===== src/rtl/core/rsc_pkg.sv =====
`timescale 1ns / 1ps
// ----------------------------------------------------------------------------
// Rabbit stream cipher package
// Shared types and constants for the Rabbit keystream core.
// ----------------------------------------------------------------------------
package rsc_pkg;

    localparam int unsigned WordW = 32;
    localparam int unsigned NumWords = 8;

    typedef logic [WordW-1:0] word_t;

    typedef enum logic [1:0] {
        CFG_KEY_LOW  = 2'd0,
        CFG_KEY_HIGH = 2'd1,
        CFG_IV       = 2'd2,
        CFG_USE_IV   = 2'd3
    } cfg_idx_t;

    // The three counter constants repeat over the eight counter words.
    function automatic word_t add_const(input logic [2:0] idx);
        word_t r;
        unique case (idx)
            3'd0, 3'd3, 3'd6: r = 32'h4D34D34D;
            3'd1, 3'd4, 3'd7: r = 32'hD34D34D3;
            default:          r = 32'h34D34D34;
        endcase
        return r;
    endfunction

    function automatic word_t rotl16(input word_t v);
        return {v[15:0], v[31:16]};
    endfunction

    function automatic word_t rotl8(input word_t v);
        return {v[23:0], v[31:24]};
    endfunction

endpackage


===== src/rtl/core/rabbit_stream_cipher.sv =====
`timescale 1ns / 1ps
// ----------------------------------------------------------------------------
// Rabbit stream cipher core
// Byte-wide Rabbit (RFC 4503) keystream engine with key and IV setup.
// ----------------------------------------------------------------------------
// Usage: configure key_low, key_high, iv_value and use_iv through the write
// port while idle. A transfer on the s_ channel with s_mode = 1 restarts the
// cipher: key setup (four state updates and a counter re-key) and, when use_iv
// is set, IV setup (four more updates). A restart produces no output transfer.
// A transfer with s_mode = 0 yields one m_ transfer carrying s_data_byte XOR
// the next keystream byte. s_last_of_call drops the rest of the current block.
// Inner and counter words live in two 8x32 synchronous memories. One state
// update walks the eight words: a counter pass, a g pass (one g-function per
// cycle, a 32x32 squaring registered before the fold) and a write-back pass.
// A data byte from a full buffer passes through the output state into the
// output register, and the next input is taken once that byte has left m_;
// a byte that needs a fresh block first runs one state update and the
// keystream extraction pass. A restart runs a load pass, four updates and a
// re-key pass; with use_iv set, an IV pass and four more updates follow.
// After reset a clearing pass zeroes both memories, so the state is zero and
// the buffer is empty, matching an unkeyed cipher; s_ready stays low until
// it ends. A stalled receiver holds the output register; no new input is
// taken until it drains.
// ----------------------------------------------------------------------------
module rabbit_stream_cipher
    import rsc_pkg::*;
(
    input  logic        aclk,
    input  logic        aresetn,
    input  logic        cfg_we,
    input  logic [1:0]  cfg_index,
    input  logic [63:0] cfg_data,
    input  logic        s_valid,
    output logic        s_ready,
    input  logic        s_mode,
    input  logic [7:0]  s_data_byte,
    input  logic        s_last_of_call,
    output logic        m_valid,
    input  logic        m_ready,
    output logic [7:0]  m_out_byte
);

    typedef enum logic [8:0] {
        ST_IDLE  = 9'b000000001,
        ST_LOAD  = 9'b000000010,
        ST_CTR   = 9'b000000100,
        ST_GRD   = 9'b000001000,
        ST_GMUL  = 9'b000010000,
        ST_WB    = 9'b000100000,
        ST_REKEY = 9'b001000000,
        ST_KS    = 9'b010000000,
        ST_OUT   = 9'b100000000
    } state_t;

    state_t      state_reg, state_next;
    logic [63:0] key_low_reg, key_high_reg, iv_reg;
    logic        use_iv_reg;

    // State memories.
    word_t       x_mem [NumWords];
    word_t       c_mem [NumWords];
    word_t       x_rd, c_rd;
    logic [2:0]  x_ra, c_ra;
    logic        x_we, c_we;
    logic [2:0]  x_wa, c_wa;
    word_t       x_wd, c_wd;

    // Sequencer.
    logic [3:0]  idx_reg;          // word counter, 0..8
    logic [3:0]  iter_reg;         // remaining updates
    logic        iv_pend_reg;      // IV setup still due after re-key
    logic        rekey_done_reg;
    logic        make_ks_reg;      // update was for a keystream block
    logic        mem_clr_reg;      // load pass writes zeros after reset
    logic        carry_reg;
    word_t       g_reg [NumWords];
    logic [63:0] sq_reg;
    logic        sq_vld_reg;
    logic [2:0]  sq_idx_reg;
    logic        rd_vld_reg;
    logic [2:0]  rd_idx_reg;
    logic [7:0]  ks_reg [16];
    logic [4:0]  pos_reg;
    logic [7:0]  data_reg;
    logic        last_reg;
    logic [7:0]  out_reg;
    logic        m_valid_reg;

    // Key setup word placement (RFC 4503 layout).
    word_t k0, k1, k2, k3;
    word_t i0, i1, i2, i3;
    word_t load_x, load_c;
    assign k0 = key_low_reg[31:0];
    assign k1 = key_low_reg[63:32];
    assign k2 = key_high_reg[31:0];
    assign k3 = key_high_reg[63:32];
    assign i0 = iv_reg[31:0];
    assign i2 = iv_reg[63:32];
    assign i1 = {i2[31:16], i0[31:16]};
    assign i3 = {i2[15:0], i0[15:0]};

    always_comb begin
        unique case (idx_reg[2:0])
            3'd0: begin load_x = k0; load_c = rotl16(k2); end
            3'd1: begin load_x = {k3[15:0], k2[31:16]}; load_c = {k0[31:16], k1[15:0]}; end
            3'd2: begin load_x = k1; load_c = rotl16(k3); end
            3'd3: begin load_x = {k0[15:0], k3[31:16]}; load_c = {k1[31:16], k2[15:0]}; end
            3'd4: begin load_x = k2; load_c = rotl16(k0); end
            3'd5: begin load_x = {k1[15:0], k0[31:16]}; load_c = {k2[31:16], k3[15:0]}; end
            3'd6: begin load_x = k3; load_c = rotl16(k1); end
            default: begin load_x = {k2[15:0], k1[31:16]}; load_c = {k3[31:16], k0[15:0]}; end
        endcase
    end

    // IV word matching the delayed write index.
    word_t iv_word_d;
    always_comb begin
        unique case (rd_idx_reg[1:0])
            2'd0:    iv_word_d = i0;
            2'd1:    iv_word_d = i1;
            2'd2:    iv_word_d = i2;
            default: iv_word_d = i3;
        endcase
    end

    // Counter step: one word per cycle, carry kept in a register.
    logic [32:0] ctr_sum;
    assign ctr_sum = {1'b0, c_rd} + {1'b0, add_const(rd_idx_reg)} + {32'd0, carry_reg};

    // Next inner word for the write-back pass.
    word_t new_x;
    logic [2:0] wi;
    assign wi = idx_reg[2:0];
    always_comb begin
        if (wi[0] == 1'b0) begin
            new_x = g_reg[wi] + rotl16(g_reg[wi - 3'd1]) + rotl16(g_reg[wi - 3'd2]);
        end else begin
            new_x = g_reg[wi] + rotl8(g_reg[wi - 3'd1]) + g_reg[wi - 3'd2];
        end
    end

    // Keystream extraction reads x words in order; keep the stream in regs.
    word_t xs [NumWords];
    word_t s0, s1, s2, s3;
    assign s0 = xs[0] ^ {16'd0, xs[5][31:16]} ^ {xs[3][15:0], 16'd0};
    assign s1 = xs[2] ^ {16'd0, xs[7][31:16]} ^ {xs[5][15:0], 16'd0};
    assign s2 = xs[4] ^ {16'd0, xs[1][31:16]} ^ {xs[7][15:0], 16'd0};
    assign s3 = xs[6] ^ {16'd0, xs[3][31:16]} ^ {xs[1][15:0], 16'd0};

    always_ff @(posedge aclk) begin
        if (x_we) begin
            x_mem[x_wa] <= x_wd;
        end
        if (c_we) begin
            c_mem[c_wa] <= c_wd;
        end
        x_rd <= x_mem[x_ra];
        c_rd <= c_mem[c_ra];
    end

    // Memory access control.
    always_comb begin
        x_we = 1'b0;
        c_we = 1'b0;
        x_wa = idx_reg[2:0];
        c_wa = rd_idx_reg;
        x_wd = new_x;
        c_wd = ctr_sum[31:0];
        x_ra = idx_reg[2:0];
        c_ra = idx_reg[2:0];
        unique case (state_reg)
            ST_LOAD: begin
                x_we = ~idx_reg[3];
                c_we = ~idx_reg[3];
                c_wa = idx_reg[2:0];
                x_wd = mem_clr_reg ? '0 : load_x;
                c_wd = mem_clr_reg ? '0 : load_c;
            end
            ST_CTR: begin
                c_we = rd_vld_reg;
            end
            ST_GRD: begin
                // reads only
            end
            ST_WB: begin
                x_we = ~idx_reg[3];
            end
            ST_REKEY: begin
                // The key pass folds in x at idx+4; the IV pass folds in the IV.
                x_ra = idx_reg[2:0] + 3'd4;
                c_we = rd_vld_reg;
                c_wd = c_rd ^ (iv_pend_reg ? iv_word_d : x_rd);
            end
            ST_KS: begin
                // reads only
            end
            default: begin
            end
        endcase
    end

    logic [63:0] sq_comb;
    word_t       gsum;
    assign gsum = x_rd + c_rd;
    assign sq_comb = {32'd0, gsum} * {32'd0, gsum};

    logic in_fire, out_fire;
    assign s_ready  = (state_reg == ST_IDLE) && !m_valid_reg;
    assign in_fire  = s_valid && s_ready;
    assign out_fire = m_valid_reg && m_ready;
    assign m_valid  = m_valid_reg;
    assign m_out_byte = out_reg;

    always_comb begin
        state_next = state_reg;
        unique case (state_reg)
            ST_IDLE: begin
                if (in_fire) begin
                    if (s_mode) begin
                        state_next = ST_LOAD;
                    end else if (pos_reg[4]) begin
                        state_next = ST_CTR;
                    end else begin
                        state_next = ST_OUT;
                    end
                end
            end
            ST_LOAD:  if (idx_reg[3]) state_next = mem_clr_reg ? ST_IDLE : ST_CTR;
            ST_CTR:   if (idx_reg[3] && !rd_vld_reg) state_next = ST_GRD;
            ST_GRD:   if (idx_reg[3] && !rd_vld_reg && !sq_vld_reg) state_next = ST_WB;
            ST_GMUL:  state_next = ST_WB;
            ST_WB: begin
                if (idx_reg[3]) begin
                    if (make_ks_reg) begin
                        state_next = ST_KS;
                    end else if (iter_reg != 4'd1) begin
                        state_next = ST_CTR;
                    end else if (!rekey_done_reg) begin
                        state_next = ST_REKEY;
                    end else begin
                        state_next = ST_IDLE;
                    end
                end
            end
            ST_REKEY: begin
                if (idx_reg[3] && !rd_vld_reg) begin
                    state_next = (!rekey_done_reg && use_iv_reg) ? ST_REKEY : ST_IDLE;
                    if (rekey_done_reg) state_next = ST_CTR;
                    else if (!use_iv_reg) state_next = ST_IDLE;
                end
            end
            ST_KS:    if (idx_reg[3] && !rd_vld_reg) state_next = ST_OUT;
            ST_OUT:   state_next = ST_IDLE;
            default:  state_next = ST_IDLE;
        endcase
    end

    always_ff @(posedge aclk) begin
        if (!aresetn) begin
            state_reg      <= ST_LOAD;
            key_low_reg    <= '0;
            key_high_reg   <= '0;
            iv_reg         <= '0;
            use_iv_reg     <= 1'b0;
            pos_reg        <= 5'd16;
            m_valid_reg    <= 1'b0;
            idx_reg        <= '0;
            iter_reg       <= '0;
            iv_pend_reg    <= 1'b0;
            rekey_done_reg <= 1'b0;
            make_ks_reg    <= 1'b0;
            mem_clr_reg    <= 1'b1;
            carry_reg      <= 1'b0;
            rd_vld_reg     <= 1'b0;
            sq_vld_reg     <= 1'b0;
        end else begin
            state_reg <= state_next;
            if (cfg_we) begin
                unique case (cfg_idx_t'(cfg_index))
                    CFG_KEY_LOW:  key_low_reg  <= cfg_data;
                    CFG_KEY_HIGH: key_high_reg <= cfg_data;
                    CFG_IV:       iv_reg       <= cfg_data;
                    CFG_USE_IV:   use_iv_reg   <= cfg_data[0];
                    default: ;
                endcase
            end
            if (out_fire) begin
                m_valid_reg <= 1'b0;
            end
            rd_vld_reg <= 1'b0;
            sq_vld_reg <= 1'b0;
            unique case (state_reg)
                ST_IDLE: begin
                    idx_reg <= '0;
                    if (in_fire) begin
                        data_reg <= s_data_byte;
                        last_reg <= s_last_of_call;
                        if (s_mode) begin
                            iter_reg       <= 4'd4;
                            rekey_done_reg <= 1'b0;
                            iv_pend_reg    <= 1'b0;
                            make_ks_reg    <= 1'b0;
                            carry_reg      <= 1'b0;
                            pos_reg        <= 5'd16;
                        end else if (pos_reg[4]) begin
                            iter_reg    <= 4'd1;
                            make_ks_reg <= 1'b1;
                        end
                    end
                end
                ST_LOAD: begin
                    idx_reg <= idx_reg[3] ? 4'd0 : idx_reg + 4'd1;
                    if (idx_reg[3]) begin
                        mem_clr_reg <= 1'b0;
                    end
                end
                ST_CTR: begin
                    if (!idx_reg[3]) begin
                        idx_reg    <= idx_reg + 4'd1;
                        rd_vld_reg <= 1'b1;
                        rd_idx_reg <= idx_reg[2:0];
                    end else if (!rd_vld_reg) begin
                        idx_reg <= '0;
                    end
                    if (rd_vld_reg) begin
                        carry_reg <= ctr_sum[32];
                    end
                end
                ST_GRD: begin
                    if (!idx_reg[3]) begin
                        idx_reg    <= idx_reg + 4'd1;
                        rd_vld_reg <= 1'b1;
                        rd_idx_reg <= idx_reg[2:0];
                    end
                    if (rd_vld_reg) begin
                        sq_reg     <= sq_comb;
                        sq_vld_reg <= 1'b1;
                        sq_idx_reg <= rd_idx_reg;
                    end
                    if (sq_vld_reg) begin
                        g_reg[sq_idx_reg] <= sq_reg[31:0] ^ sq_reg[63:32];
                    end
                    if (idx_reg[3] && !rd_vld_reg && !sq_vld_reg) begin
                        idx_reg <= '0;
                    end
                end
                ST_GMUL: begin
                end
                ST_WB: begin
                    if (!idx_reg[3]) begin
                        idx_reg <= idx_reg + 4'd1;
                    end else begin
                        idx_reg  <= '0;
                        iter_reg <= iter_reg - 4'd1;
                        if (iter_reg == 4'd1 && !make_ks_reg && rekey_done_reg) begin
                            iv_pend_reg <= 1'b0;
                        end
                    end
                end
                ST_REKEY: begin
                    if (!idx_reg[3]) begin
                        idx_reg    <= idx_reg + 4'd1;
                        rd_vld_reg <= 1'b1;
                        rd_idx_reg <= idx_reg[2:0];
                    end else if (!rd_vld_reg) begin
                        idx_reg <= '0;
                        if (!rekey_done_reg) begin
                            rekey_done_reg <= 1'b1;
                            iv_pend_reg    <= use_iv_reg;
                            iter_reg       <= 4'd4;
                        end
                    end
                end
                ST_KS: begin
                    if (!idx_reg[3]) begin
                        idx_reg    <= idx_reg + 4'd1;
                        rd_vld_reg <= 1'b1;
                        rd_idx_reg <= idx_reg[2:0];
                    end
                    if (rd_vld_reg) begin
                        xs[rd_idx_reg] <= x_rd;
                    end
                    if (idx_reg[3] && !rd_vld_reg) begin
                        make_ks_reg <= 1'b0;
                        pos_reg     <= 5'd0;
                        for (int b = 0; b < 4; b++) begin
                            ks_reg[b]      <= s0[8*b +: 8];
                            ks_reg[4 + b]  <= s1[8*b +: 8];
                            ks_reg[8 + b]  <= s2[8*b +: 8];
                            ks_reg[12 + b] <= s3[8*b +: 8];
                        end
                    end
                end
                ST_OUT: begin
                    out_reg     <= data_reg ^ ks_reg[pos_reg[3:0]];
                    m_valid_reg <= 1'b1;
                    pos_reg     <= last_reg ? 5'd16 : pos_reg + 5'd1;
                end
                default: begin
                end
            endcase
        end
    end

    // Stored words of the keystream extraction.
    // (xs is written in ST_KS above; declared as registers.)

    a_no_accept_busy: assert property (@(posedge aclk) disable iff (!aresetn)
        (state_reg != ST_IDLE) |-> !s_ready)
        else $error("input accepted while busy");

    a_out_after_out_state: assert property (@(posedge aclk) disable iff (!aresetn)
        (state_reg == ST_OUT) |=> m_valid)
        else $error("no result after output state");

    a_pos_range: assert property (@(posedge aclk) disable iff (!aresetn)
        pos_reg <= 5'd16)
        else $error("block position out of range");

    a_ks_fills_block: assert property (@(posedge aclk) disable iff (!aresetn)
        (state_reg == ST_OUT) |-> !pos_reg[4])
        else $error("byte taken from empty block");

endmodule

===== config.mk =====
export PLATFORM = sky130hd
export DESIGN_NAME = rabbit_stream_cipher
export DESIGN_NICKNAME = d
export VERILOG_FILES = /design/src/rtl/core/rsc_pkg.sv /design/src/rtl/core/rabbit_stream_cipher.sv
export SDC_FILE = /design/constraint.sdc
export NUM_CORES = 2
export LEC_CHECK = 0
export BUFFER_PORTS_ARGS = -buffer_cell sky130_fd_sc_hd__buf_2
export CAP_MARGIN = 20
export CELL_PAD_IN_SITES_DETAIL_PLACEMENT = 1
export CELL_PAD_IN_SITES_GLOBAL_PLACEMENT = 1
export CORE_MARGIN = 4
export CORE_UTILIZATION = 45
export DETAILED_ROUTE_END_ITERATION = 8
export GPL_TIMING_DRIVEN = 0
export PLACE_DENSITY = 0.74
export SLEW_MARGIN = 10
export SYNTH_ARGS = -nofsm -noshare
export SYNTH_HDL_FRONTEND = slang
export SYNTH_SLANG_ARGS = --single-unit

===== constraint.sdc =====
create_clock -name aclk -period 10.2 [get_ports aclk]
set_clock_uncertainty 0.2 [all_clocks]
set_input_delay 2.04 -clock aclk [delete_from_list [all_inputs] [get_ports aclk]]
set_output_delay 2.04 -clock aclk [all_outputs]
set_load 0.05 [all_outputs]

==> flow_metrics.py <==
metrics = {
    "timing": {
        "slew_headroom": 0.122,
        "fin_crit_sh": 1.04,
        "period_minus_slack_ns": 10.64,
        "rsz0062_at_grt": "true",
        "max_freq_mhz": 94.0,
        "setup-violations-final": 10,
        "post-route-worst-setup-slack_ns": -0.443,
        "drv_slew": 0,
        "finalHoldViolCount": 0,
        "tightest_slew_ns": 1.32,
    },
    "detailed_routing": {
        "via_per_inst": 6.20,
        "first_iter_violations": 9338,
        "vias": 73500,
        "drc": 2,
        "ant_nets": 0,
        "wl_per_cell_um": 35.9,
        "wl_um": 426000,
        "dr.pass1.iters": 9,
    },
    "placed_design": {
        "portBuffers": 90,
        "routabilityCongestion": 1.05,
        "dp.cells": 11300,
        "dp_hpwl_um": 327000,
    },
    "global_routing": {
        "grt_pass1_wl_um": 596000,
        "grt_pass1_vias": 77600,
        "antenna_found_initial": 48,
        "met1_usage": 0.489,
        "met3_usage": 0.0934,
        "grt_max_degree": 34,
        "grtUsageMet2": 0.548,
        "grt.busiest_layer": "met2",
        "overflow": 0,
        "grt_usage": 0.367,
    },
    "clock_network": {
        "cts_tree": "done",
        "path_clk_slew_ns": 0.06,
        "clockBufferDepth": 3,
        "clk_latency_ns": 0.85,
        "ctsHtreeMaxLevel": 4,
        "numCtsBuffers": 163,
        "ctsHoldBuffers": 0,
        "cts_root_buf": "clkbuf_16",
        "cts.sinks": 1531,
    },
    "worst_setup_path": {
        "r2r_slack_ns": -0.44,
        "crit_path_max_fanout": 5,
        "slowest_stage": "fa_2",
        "cp-startpoint": "c_rd[0]",
        "crit_required_ns": 10.55,
        "cpMostUsedCell": "fa_1",
        "r2r-start": "c_rd[0]",
        "critPathKind": "flop to flop",
        "timing.rr.end": "sq_reg[57]",
        "startpoint_type": "flop",
        "crit_arrival_ns": 10.99,
        "cpPeakStageDelay_ns": 0.61,
        "rr_worst_depth": 40,
        "cp-end-kind": "flop",
    },
    "floorplanning": {
        "io_pins": 91,
        "rows": 172,
        "start_util": 0.454,
        "die-width_um": 480,
        "die_area_um2": 230000,
        "die_y_um": 480,
        "core_um2": 221000,
    },
    "yosys": {
        "synth_top_flop_cell": "edfxtp_1",
        "synth_area_per_cell_um2": 12.3,
        "yosys.area.top_type": "edfxtp_1",
        "netlist.area_leader.share": 0.371,
        "synthArstFlopShare": 0,
        "ys_ff_latch": 1531,
        "synth_cell_type_count": 94,
        "syn_inst": 8179,
        "synth_area_leaders": "edfxtp_1 (37%), fa_1 (17%), mux4_2 (8.1%)",
        "synth_warnings": 0,
        "synth.most_common_cell": "edfxtp_1",
        "syn_nets": 9540,
        "synth-seq-area-share": 0.429,
        "synth_edf_count": 1238,
        "synthTopCellsByCount": "edfxtp_1 (1238), inv_1 (995), nand2_1 (961)",
        "synth_area_um2": 100000,
    },
    "cells_and_area": {
        "finalNonFillerCells": 11800,
        "syn2layout_area_growth_pct": 15.8,
        "drive_above_1_share": 0.191,
        "nNetsFinal": 10100,
        "fillerInstances": 22400,
        "final_util": 0.526,
    },
    "min_path": {
        "hold_path_class": "flop to flop",
        "min_to": "iv_reg[7]",
        "hold_depth": 2,
        "hp-start": "iv_reg[7]",
    },
    "run": {
        "cap_violations": 0,
    },
    "status": {
        "violations": "design-rule violations, negative setup slack",
        "status": "complete, but fails checks",
    },
}
==> per-stage QoR <==
step / area, um^2 / TNS, ns / worst slack (ns) / hold WS (ns)
3_3_place_gp: 104000 / -798.59 / -4.07 / 0.246
2_1_floorplan: 100000 / 0 / 0.325 / 0.224
5_1_grt: 116000 / -6.60 / -0.643 / 0.292
3_5_place_dp: 106000 / -428.96 / -3.46 / 0.253
4_1_cts: 115000 / -3.07 / -0.400 / 0.261
6_report: 116000 / -3.12 / -0.443 / 0.266
==> how the worst max path moves through the flow <==
stage | endpoint | slack (ns) | depth (start not counted)
6_report | sq_reg[57] | -0.44 | 40
2_1_floorplan | sq_reg[61] | 0.33 | 34
3_5_place_dp | sq_reg[57] | -3.46 | 36
4_1_cts | sq_reg[57] | -0.40 | 39
5_1_grt | sq_reg[63] | -0.64 | 39
3_3_place_gp | sq_reg[46] | -4.07 | 35
==> cell type report <==
class | instances | area [um^2] | area share
Sequential cell | 1531 | 43200 | 0.372
Multi-Input combinational cell | 5246 | 53900 | 0.464
Tap cell | 2958 | 3700 | 0.0319
Clock buffer | 213 | 4450 | 0.0383
Antenna cell | 23 | 57.6 | 0.000496
Buffer | 383 | 2080 | 0.0179
Clock inverter | 92 | 1110 | 0.00958
Timing Repair Buffer | 386 | 3730 | 0.0321
Inverter | 1008 | 3850 | 0.0331
==> worst max-delay path: cells and delay by family, from the launching register on <==
family          cells  cell delay, ns
fa+ha+maj          11            4.83
compound gates     14            3.20
buf+inv             9            0.69
simple gates        4            0.57
xor+xnor            2            0.41
flops               1            0.40
==> layer usage <==
metal  share of wire  vias up  wire (um)
li1                -    29600          -
met1            0.39    38600     165000
met2            0.44     4214     187000
met3            0.10     1028      44400
met4           0.069       30      29400
met5         0.00051        -        218
==> placed cells by master, fill, tap and decap left out, types with 240 or more instances in the layout <==
| cell type | instances |
|---|---|
| ha_1 | 373 |
| edfxtp_1 | 1238 |
| a21oi_1 | 418 |
| nor2_1 | 439 |
| fa_1 | 823 |
| mux4_2 | 360 |
| nand2_1 | 950 |
| inv_1 | 977 |
| clkbuf_1 | 264 |
| dfxtp_1 | 240 |
==> kinds of logic (layout without fill, tap and decap cells) <==
logic type,count (synthesis),after routing,synth area share
flip-flops,1531,1531,0.429
other,0,23,0
buffers and inverters,1402,2082,0.0529
XOR/XNOR,392,392,0.0347
adder cells (fa/ha/maj),1280,1280,0.225
AO/OA/AOI/OAI,1179,1179,0.0764
AND/OR/NAND/NOR,1812,1812,0.0770
multiplexers,583,583,0.105
==> what timing repair did <==
item,in CTS,in global routing
setup endpoints to repair,290,75
buffers inserted,97,62
pin swaps,99,139
hold endpoints to repair,0,0
resized for setup,488,222
Power is left out: the tool's default activity adds up to more than one toggle a clock period on the data nets, which glitch-free logic cannot reach.
